==> src/rtl/core/timed_event_queue_assert.svh <==
// Assertion macros for the timed event queue RTL, used by the sequencer.
// Each macro expects signals named clk and rst_n in the using scope.
`ifndef TIMED_EVENT_QUEUE_ASSERT_SVH
`define TIMED_EVENT_QUEUE_ASSERT_SVH

// Same-cycle implication, checked out of reset.
`define TEQ_ASSERT_IMP(lbl, ante, cons) \
    lbl: assert property (@(posedge clk) disable iff (!rst_n) (ante) |-> (cons)) \
        else $error("timed_event_queue: check failed");

// Next-cycle implication, checked out of reset.
`define TEQ_ASSERT_NXT(lbl, ante, cons) \
    lbl: assert property (@(posedge clk) disable iff (!rst_n) (ante) |=> (cons)) \
        else $error("timed_event_queue: check failed");

`endif

==> src/rtl/core/teq_pkg.sv <==
// Shared types, sizes and pointer helpers for the timed event queue.
// No dependencies; imported by every module of the block.
`timescale 1ns / 1ps

package teq_pkg;

    localparam int DEPTH     = 16;
    localparam int TIME_BITS = 32;
    localparam int TAG_BITS  = 16;
    localparam int PTR_BITS  = $clog2(DEPTH);
    localparam int CNT_BITS  = $clog2(DEPTH + 1);
    localparam int SUM_BITS  = CNT_BITS + 1;

    localparam logic OP_POST = 1'b0;
    localparam logic OP_TICK = 1'b1;

    typedef logic [PTR_BITS-1:0]  ptr_t;
    typedef logic [CNT_BITS-1:0]  cnt_t;
    typedef logic [TIME_BITS-1:0] time_t;
    typedef logic [TAG_BITS-1:0]  tag_t;

    typedef struct packed {
        time_t due_time;
        tag_t  tag;
    } entry_t;

    typedef struct packed {
        logic  opcode;
        time_t event_time;
        tag_t  event_tag;
        time_t now_time;
    } in_word_t;

    typedef struct packed {
        logic  fired;
        tag_t  fired_tag;
        time_t fired_time;
        logic  last;
        cnt_t  queued_count;
        logic  overflow;
    } out_word_t;

    typedef struct packed {
        logic   we;
        ptr_t   waddr;
        entry_t wdata;
        ptr_t   raddr;
    } mem_req_t;

    // Address of the entry off places after base, wrapping round the ring.
    function automatic ptr_t slot_addr(ptr_t base, cnt_t off);
        logic [SUM_BITS-1:0] sum;
        sum = {{(SUM_BITS-PTR_BITS){1'b0}}, base} + {1'b0, off};
        if (sum >= SUM_BITS'(DEPTH))
            sum = sum - SUM_BITS'(DEPTH);
        return sum[PTR_BITS-1:0];
    endfunction

    function automatic ptr_t ptr_inc(ptr_t base);
        ptr_t res;
        if (base == PTR_BITS'(DEPTH - 1))
            res = '0;
        else
            res = base + 1'b1;
        return res;
    endfunction

endpackage

==> src/rtl/core/timed_event_queue.sv <==
// Timed event queue: keeps pending events sorted by due time, FIFO among equal times.
//
// Input channel (in_valid / in_stall / in_word): a post word queues an event, or
// dispatches it at once when it is due and earlier than every queued event; a tick
// word dispatches every queued event due by now_time, in order.
// Output channel (out_valid / out_stall / out_word): a post gives one word; a tick
// gives one word per dispatched event, last marking the final one, or a single
// word with fired low when nothing is due. A post into a full queue that is not
// dispatched is dropped with overflow set.
// Sequence: a post that fires, is dropped or lands in an empty queue goes through the
// due check, the head check and the emit state; any other post first walks back from
// the tail past each queued event later than it, one entry per cycle. A post's word
// enters the output register as the sequencer returns to idle. A tick pops each due
// event from the head in order, holding it until the next head is checked; words then
// follow one per cycle while the receiver does not stall.
// in_stall is high from acceptance until the last word enters the output register.
// Reset clears the queue to empty; storage is not cleared. When the receiver
// stalls, the output word holds and the sequencer waits on the next word.
// Depends on teq_pkg, teq_seq and teq_store.
`timescale 1ns / 1ps

module timed_event_queue (
    input  logic               clk,
    input  logic               rst_n,
    input  logic               in_valid,
    output logic               in_stall,
    input  teq_pkg::in_word_t  in_word,
    output logic               out_valid,
    input  logic               out_stall,
    output teq_pkg::out_word_t out_word
);
    import teq_pkg::*;

    mem_req_t  mem_req;
    entry_t    rd_data;
    logic      out_free;
    logic      out_load;
    out_word_t out_next;

    logic      out_valid_reg;
    out_word_t out_word_reg;

    teq_seq u_seq (
        .clk      (clk),
        .rst_n    (rst_n),
        .in_valid (in_valid),
        .in_stall (in_stall),
        .in_word  (in_word),
        .mem_req  (mem_req),
        .rd_data  (rd_data),
        .out_free (out_free),
        .out_load (out_load),
        .out_next (out_next)
    );

    teq_store u_store (
        .clk     (clk),
        .req     (mem_req),
        .rd_data (rd_data)
    );

    assign out_free = !out_valid_reg || !out_stall;

    always_ff @(posedge clk or negedge rst_n)
    begin
        if (!rst_n)
            out_valid_reg <= 1'b0;
        else if (out_load)
            out_valid_reg <= 1'b1;
        else if (!out_stall)
            out_valid_reg <= 1'b0;
    end

    // Hold the word while stalled.
    always_ff @(posedge clk)
    begin
        if (out_load)
            out_word_reg <= out_next;
    end

    assign out_valid = out_valid_reg;
    assign out_word  = out_word_reg;

endmodule

==> src/rtl/core/teq_store.sv <==
// Event storage ring: one write port, one registered read port.
// Depends on teq_pkg.
`timescale 1ns / 1ps

module teq_store (
    input  logic              clk,
    input  teq_pkg::mem_req_t req,
    output teq_pkg::entry_t   rd_data
);
    import teq_pkg::*;

    entry_t mem [DEPTH];
    entry_t rd_data_reg;

    always_ff @(posedge clk)
    begin
        if (req.we)
            mem[req.waddr] <= req.wdata;
    end

    always_ff @(posedge clk)
    begin
        rd_data_reg <= mem[req.raddr];
    end

    assign rd_data = rd_data_reg;

endmodule

==> src/rtl/core/teq_seq.sv <==
// Sequencer for post and tick words, built around one shared time comparator.
// Depends on teq_pkg, teq_store (through the request bus) and the assert header.
`timescale 1ns / 1ps
`include "timed_event_queue_assert.svh"

module teq_seq (
    input  logic               clk,
    input  logic               rst_n,
    input  logic               in_valid,
    output logic               in_stall,
    input  teq_pkg::in_word_t  in_word,
    output teq_pkg::mem_req_t  mem_req,
    input  teq_pkg::entry_t    rd_data,
    input  logic               out_free,
    output logic               out_load,
    output teq_pkg::out_word_t out_next
);
    import teq_pkg::*;

    localparam logic [2:0] S_IDLE  = 3'd0;
    localparam logic [2:0] S_PDUE  = 3'd1;
    localparam logic [2:0] S_PHEAD = 3'd2;
    localparam logic [2:0] S_PCMP  = 3'd3;
    localparam logic [2:0] S_PWR0  = 3'd4;
    localparam logic [2:0] S_EMIT  = 3'd5;
    localparam logic [2:0] S_TCHK  = 3'd6;

    logic [2:0] state_reg, state_next;
    ptr_t       head_reg, head_next;
    cnt_t       cnt_reg, cnt_next;
    logic       pend_vld_reg, pend_vld_next;

    time_t      t_reg, t_next;
    tag_t       tag_reg, tag_next;
    time_t      now_reg, now_next;
    cnt_t       j_reg, j_next;
    logic       due_reg, due_next;
    entry_t     pend_reg, pend_next;
    out_word_t  res_reg, res_next;

    time_t      cmp_a, cmp_b;
    logic       cmp_lt;
    logic       hd_due;
    entry_t     new_entry;

    assign new_entry = '{due_time: t_reg, tag: tag_reg};
    assign in_stall  = (state_reg != S_IDLE);

    // Shared comparator: operands picked by the sequencer state.
    always_comb
    begin
        cmp_a = t_reg;
        cmp_b = now_reg;
        case (state_reg)
            S_PDUE:
            begin
                cmp_a = now_reg;
                cmp_b = t_reg;
            end
            S_PHEAD, S_PCMP:
            begin
                cmp_a = t_reg;
                cmp_b = rd_data.due_time;
            end
            S_TCHK:
            begin
                cmp_a = now_reg;
                cmp_b = rd_data.due_time;
            end
            default:
            begin
                cmp_a = t_reg;
                cmp_b = now_reg;
            end
        endcase
    end

    assign cmp_lt = (cmp_a < cmp_b);
    assign hd_due = (cnt_reg != '0) && !cmp_lt;

    always_comb
    begin
        state_next    = state_reg;
        head_next     = head_reg;
        cnt_next      = cnt_reg;
        pend_vld_next = pend_vld_reg;
        t_next        = t_reg;
        tag_next      = tag_reg;
        now_next      = now_reg;
        j_next        = j_reg;
        due_next      = due_reg;
        pend_next     = pend_reg;
        res_next      = res_reg;
        mem_req.we    = 1'b0;
        mem_req.waddr = slot_addr(head_reg, j_reg);
        mem_req.wdata = new_entry;
        mem_req.raddr = head_reg;
        out_load      = 1'b0;
        out_next      = res_reg;

        case (state_reg)
            S_IDLE:
            begin
                if (in_valid)
                begin
                    t_next   = in_word.event_time;
                    tag_next = in_word.event_tag;
                    now_next = in_word.now_time;
                    pend_vld_next = 1'b0;
                    if (in_word.opcode == OP_POST)
                        state_next = S_PDUE;
                    else
                        state_next = S_TCHK;
                end
            end

            S_PDUE:
            begin
                due_next   = !cmp_lt;
                state_next = S_PHEAD;
            end

            S_PHEAD:
            begin
                if (due_reg && (cnt_reg == '0 || cmp_lt))
                begin
                    res_next   = '{fired: 1'b1, fired_tag: tag_reg, fired_time: t_reg,
                                   last: 1'b1, queued_count: cnt_reg, overflow: 1'b0};
                    state_next = S_EMIT;
                end
                else if (cnt_reg == CNT_BITS'(DEPTH))
                begin
                    // Full: drop the word.
                    res_next   = '{fired: 1'b0, fired_tag: '0, fired_time: '0,
                                   last: 1'b1, queued_count: cnt_reg, overflow: 1'b1};
                    state_next = S_EMIT;
                end
                else if (cnt_reg == '0)
                begin
                    mem_req.we    = 1'b1;
                    mem_req.waddr = head_reg;
                    cnt_next      = cnt_reg + 1'b1;
                    res_next      = '{fired: 1'b0, fired_tag: '0, fired_time: '0,
                                      last: 1'b1, queued_count: cnt_reg + 1'b1,
                                      overflow: 1'b0};
                    state_next    = S_EMIT;
                end
                else
                begin
                    // Walk back from the tail, one entry per cycle.
                    j_next        = cnt_reg;
                    mem_req.raddr = slot_addr(head_reg, cnt_reg - 1'b1);
                    state_next    = S_PCMP;
                end
            end

            S_PCMP:
            begin
                mem_req.we = 1'b1;
                if (cmp_lt)
                begin
                    // Entry is later than the new one: move it back a slot.
                    mem_req.wdata = rd_data;
                    j_next        = j_reg - 1'b1;
                    if (j_reg == CNT_BITS'(1))
                        state_next = S_PWR0;
                    else
                        mem_req.raddr = slot_addr(head_reg, j_reg - CNT_BITS'(2));
                end
                else
                begin
                    cnt_next   = cnt_reg + 1'b1;
                    res_next   = '{fired: 1'b0, fired_tag: '0, fired_time: '0,
                                   last: 1'b1, queued_count: cnt_reg + 1'b1,
                                   overflow: 1'b0};
                    state_next = S_EMIT;
                end
            end

            S_PWR0:
            begin
                mem_req.we    = 1'b1;
                mem_req.waddr = head_reg;
                cnt_next      = cnt_reg + 1'b1;
                res_next      = '{fired: 1'b0, fired_tag: '0, fired_time: '0,
                                  last: 1'b1, queued_count: cnt_reg + 1'b1,
                                  overflow: 1'b0};
                state_next    = S_EMIT;
            end

            S_EMIT:
            begin
                if (out_free)
                begin
                    out_load   = 1'b1;
                    out_next   = res_reg;
                    state_next = S_IDLE;
                end
            end

            S_TCHK:
            begin
                // Hold the popped head until the next head is checked, so last is known.
                out_next = '{fired: pend_vld_reg, fired_tag: pend_reg.tag,
                             fired_time: pend_reg.due_time, last: !hd_due,
                             queued_count: cnt_reg, overflow: 1'b0};
                if (!pend_vld_reg)
                begin
                    out_next.fired_tag  = '0;
                    out_next.fired_time = '0;
                    out_next.last       = 1'b1;
                end
                if (pend_vld_reg && !out_free)
                begin
                    mem_req.raddr = head_reg;
                end
                else if (hd_due)
                begin
                    out_load      = pend_vld_reg;
                    pend_next     = rd_data;
                    pend_vld_next = 1'b1;
                    head_next     = ptr_inc(head_reg);
                    cnt_next      = cnt_reg - 1'b1;
                    mem_req.raddr = ptr_inc(head_reg);
                end
                else if (out_free)
                begin
                    out_load      = 1'b1;
                    pend_vld_next = 1'b0;
                    state_next    = S_IDLE;
                end
            end

            default:
            begin
                state_next = S_IDLE;
            end
        endcase
    end

    always_ff @(posedge clk or negedge rst_n)
    begin
        if (!rst_n)
        begin
            state_reg    <= S_IDLE;
            head_reg     <= '0;
            cnt_reg      <= '0;
            pend_vld_reg <= 1'b0;
        end
        else
        begin
            state_reg    <= state_next;
            head_reg     <= head_next;
            cnt_reg      <= cnt_next;
            pend_vld_reg <= pend_vld_next;
        end
    end

    always_ff @(posedge clk)
    begin
        t_reg    <= t_next;
        tag_reg  <= tag_next;
        now_reg  <= now_next;
        j_reg    <= j_next;
        due_reg  <= due_next;
        pend_reg <= pend_next;
        res_reg  <= res_next;
    end

    `TEQ_ASSERT_IMP(a_load_free, out_load, out_free)
    `TEQ_ASSERT_IMP(a_we_post, mem_req.we,
        state_reg == S_PHEAD || state_reg == S_PCMP || state_reg == S_PWR0)
    `TEQ_ASSERT_IMP(a_pend_tick, pend_vld_reg, state_reg == S_TCHK)
    `TEQ_ASSERT_NXT(a_cnt_step, 1'b1,
        cnt_reg == $past(cnt_reg) || cnt_reg == $past(cnt_reg) + 1'b1 ||
        cnt_reg == $past(cnt_reg) - 1'b1)
    `TEQ_ASSERT_IMP(a_cnt_max, state_reg == S_IDLE, cnt_reg <= CNT_BITS'(DEPTH))

endmodule

==> config.mk <==
export PLATFORM = sky130hd
export DESIGN_NAME = timed_event_queue
export DESIGN_NICKNAME = d
export VERILOG_FILES = /design/src/rtl/core/teq_pkg.sv /design/src/rtl/core/timed_event_queue.sv /design/src/rtl/core/teq_store.sv /design/src/rtl/core/teq_seq.sv
export VERILOG_INCLUDE_DIRS = /design/src /design/src/rtl/core
export SDC_FILE = /design/constraint.sdc
export NUM_CORES = 1
export LEC_CHECK = 0
export BUFFER_PORTS_ARGS = -buffer_cell sky130_fd_sc_hd__clkbuf_2
export CORE_MARGIN = 2
export CORE_UTILIZATION = 35
export DETAILED_ROUTE_END_ITERATION = 7
export HOLD_SLACK_MARGIN = 0.06
export PLACE_DENSITY = 0.63
export SLEW_MARGIN = 20
export SYNTH_ARGS = -nofsm -noshare
export SYNTH_HDL_FRONTEND = slang
export SYNTH_SLANG_ARGS = --single-unit
==> constraint.sdc <==
create_clock -name clk -period 7.9 [get_ports clk]
set_input_delay 1.58 -clock clk [delete_from_list [all_inputs] [get_ports clk]]
set_output_delay 1.58 -clock clk [all_outputs]
set_load 0.02 [all_outputs]
==> run metrics <==
outcome finished, final reports clean; Syn Inst Count 2594; wire length per cell 24.17 µm; Max clock buf depth 3; Total Wirelength 107800 µm; largest net degree at the start of global routing 71; Reg clk slew, reported paths 60 ps; Mapped Nets 2728; layout cells sized above 1 17.07%; Seq/Total Area, Yosys 73.60%; syn avg cell area 16.62 µm²; Starting Density 35.33%; Pleak 0.01686 µW; I/O Pins 143; Yosys reg bits 1075; final setup violation count 0; CP Max Fanout 45; RSZ-0062 raised after global routing no; worst rel slew slack 23.30%; PD cells 461.5 nW/µm²; startpoint types flop; CTS sink cnt 1075; crit-path cells inv_1, and3_1, nor2_4, buf_4, mux2_2, ha_1, a21oi_1, o21a_1, o221ai_1, nor3_1, a31o_1, nand3_1, a41oi_4, buf_12, buf_12, mux2i_1, o22a_1, o221ai_1, or3_1; Switching Share 36.99%; clock share of power 21.9%; CP Class flop to flop; first-pass GRT wire length 155900 µm; Cell Rows 128; Pre-Repair DR Iteration Count 5; Largest stage delay, worst path 640 ps; Reg area 31730 µm²; Area Growth Syn to Fin 14.20%; Skew-Pair Late Insertion Delay 690 ps; initial antenna violation count 6; Post-CTS Setup Bufs 0; CTS tree done; worst ir drop on vdd 0.0004147 V; fill cell count 10960; Crit path arrival time 7220 ps; area of the die 126000 µm²; Final Slew Violations 0; Flop pwr share 37.9%; cts hold-fix bufs 0; asr flop ratio synth 1.302%; skew final 47.46 ps; final hold violation count 0; grt total ovfl 0; minimum clock period 6673 ps; Core ar. 122000 µm²; drt initial violations 2399; hold slack final 430.5 ps; Max H-tree Level 3; Num CTS Buffers 103; flip-flop count of the largest register after layout 768; Port Buffers 142; Antenna Cells 0; crit path max-delay cell type nor2_4; area of the multi-input gates 10680 µm²; worst-margin pin slew 1148 ps; die width 355.0 µm; Internal Dissipation 14320 µW; number of flops mapped to enable cells by yosys 1013; Syn Std Cell Area 43110 µm²; total global-route track usage 16.71%; Synthesis Warnings 0; Final ANT Viol Nets 0; vias 23460; P_sw 8405 µW; CP bufs+invs 4; fin nets 2880; prevailing post-synth register cell edfxtp_1; Vias/cell 5.258; Max-Cap Viols 0; clock root cell clkbuf_16; period utilisation layout 84.47%; Max Clk Rate 0.1499 GHz; Crit. End Element flop; crit-path leading delay family simple AND/OR/NAND/NOR gates; WP data required 8450 ps; number of global-route vias before repair 23060; GP Congestion 0.8535; Hold Crit Class flop to flop; DP HPWL 61280 µm; Gate power share 40.2%; Sum Neg Setup Slack 0 ps; Post-CTS Resized 0; DRC viols 0; Netlist cell types 73; die height 355.0 µm
## final timing paths
kind	slack, ps	depth (start not counted)	endpoint	startpoint
max reg2reg	1230	19	u_store.rd_data[39]	u_seq.state_reg[1]
min in group asynchronous	830	1	u_seq.cnt_reg[3]	rst_n
max in group asynchronous	6730	1	u_seq.cnt_reg[0]	rst_n
min reg2reg	430	0	u_seq.pend_reg[8]	u_store.rd_data[8]
max	1230	19	u_store.rd_data[39]	u_seq.state_reg[1]
min	430	0	u_seq.pend_reg[8]	u_store.rd_data[8]
## cell usage after synthesis (48+ instances only)
cell type  instances  share of area (%)
edfxtp_1        1013                 71
o22a_1            48               0.98
nand2_1          191                1.7
dfxtp_1           48                2.2
mux2i_1          388                9.0
mux2_2            80                2.1
nand3_1           66               0.77
or3_1             49               0.71
o22ai_1          126                1.8
o221ai_1          79                1.6
and2_1            50               0.73
clkbuf_1          56               0.49
## layout make-up
class / instances / share of cell area, %
flip-flops and latches: 1075 / 64.45
multi-input cells: 1356 / 21.69
clock buffers: 138 / 5.749
well taps: 1625 / 4.130
repair buffers: 195 / 2.607
clock inverters: 57 / 1.258
inverters: 15 / 0.1144
## stage by stage
stage                     total power, µW  instances  worst slack (ps)  instance area (µm²)  utilization (%)
after floorplan                     15110       2594              1305                43110                -
after global placement              17750       4266              1372                45780            37.52
after detailed placement            17870       4266              1235                45780            37.52
after CTS                           22840       4461              1199                49230            40.34
after global routing                23800       4461             943.7                49230            40.34
final                               22720       4461              1227                49230            40.34
## placed cells by master (no fill, tap or decap), drive strengths merged, types with 14 or more instances in the layout
cell,instances
nand2,191
edfxtp,1013
nor2,48
xnor2,15
and2,50
o221ai,79
a21oi,30
mux2i,388
clkbuf,280
nand3,70
o21ai,27
buf,53
inv,20
clkinv,41
ha,46
o22a,48
mux2,82
or3,49
o22ai,126
dfrtp,14
dfxtp,48
## power groups by stage
| stage | sequential, µW | combinational [µW] | clock, µW |
|---|---|---|---|
| 2_1_floorplan | 8510 | 6600 | 0 |
| 3_3_place_gp | 8680 | 9070 | 0 |
| 3_5_place_dp | 8710 | 9160 | 0 |
| 4_1_cts | 8590 | 9190 | 5060 |
| 5_1_grt | 8670 | 9850 | 5270 |
| 6_report | 8610 | 9130 | 4980 |
## routing by layer
layer | wire (µm) | global-route usage [%] | vias up
met5 | 15 | 0 | -
met4 | 2896 | 5.288 | 4
met3 | 7643 | 2.559 | 151
met2 | 51940 | 27.54 | 851
met1 | 45320 | 22.71 | 11930
li1 | - | - | 10520
## cell families (layout without fill, tap and decap cells)
group | Yosys count | count (layout) | synth area share, %
XOR/XNOR | 21 | 21 | 0.4266
AND/OR/NAND/NOR | 462 | 462 | 5.317
multiplexers | 470 | 470 | 11.16
buffers and inverters | 163 | 405 | 2.078
AO/OA/AOI/OAI | 354 | 354 | 5.947
adder cells (fa/ha/maj) | 49 | 49 | 1.474
flip-flops | 1075 | 1075 | 73.60
## worst reg2reg max path, stage by stage (launching register included)
cell,delay (ps)
dfrtp_1,630
inv_1,110
and3_1,220
nor2_4,640
buf_4,310
mux2_2,360
ha_1,320
a21oi_1,170
o21a_1,130
o221ai_1,120
nor3_1,630
a31o_1,490
nand3_1,180
a41oi_4,380
buf_12,350
buf_12,410
mux2i_1,320
o22a_1,210
o221ai_1,160
or3_1,400
No activity file was read; power rests on OpenSTA's default activity.
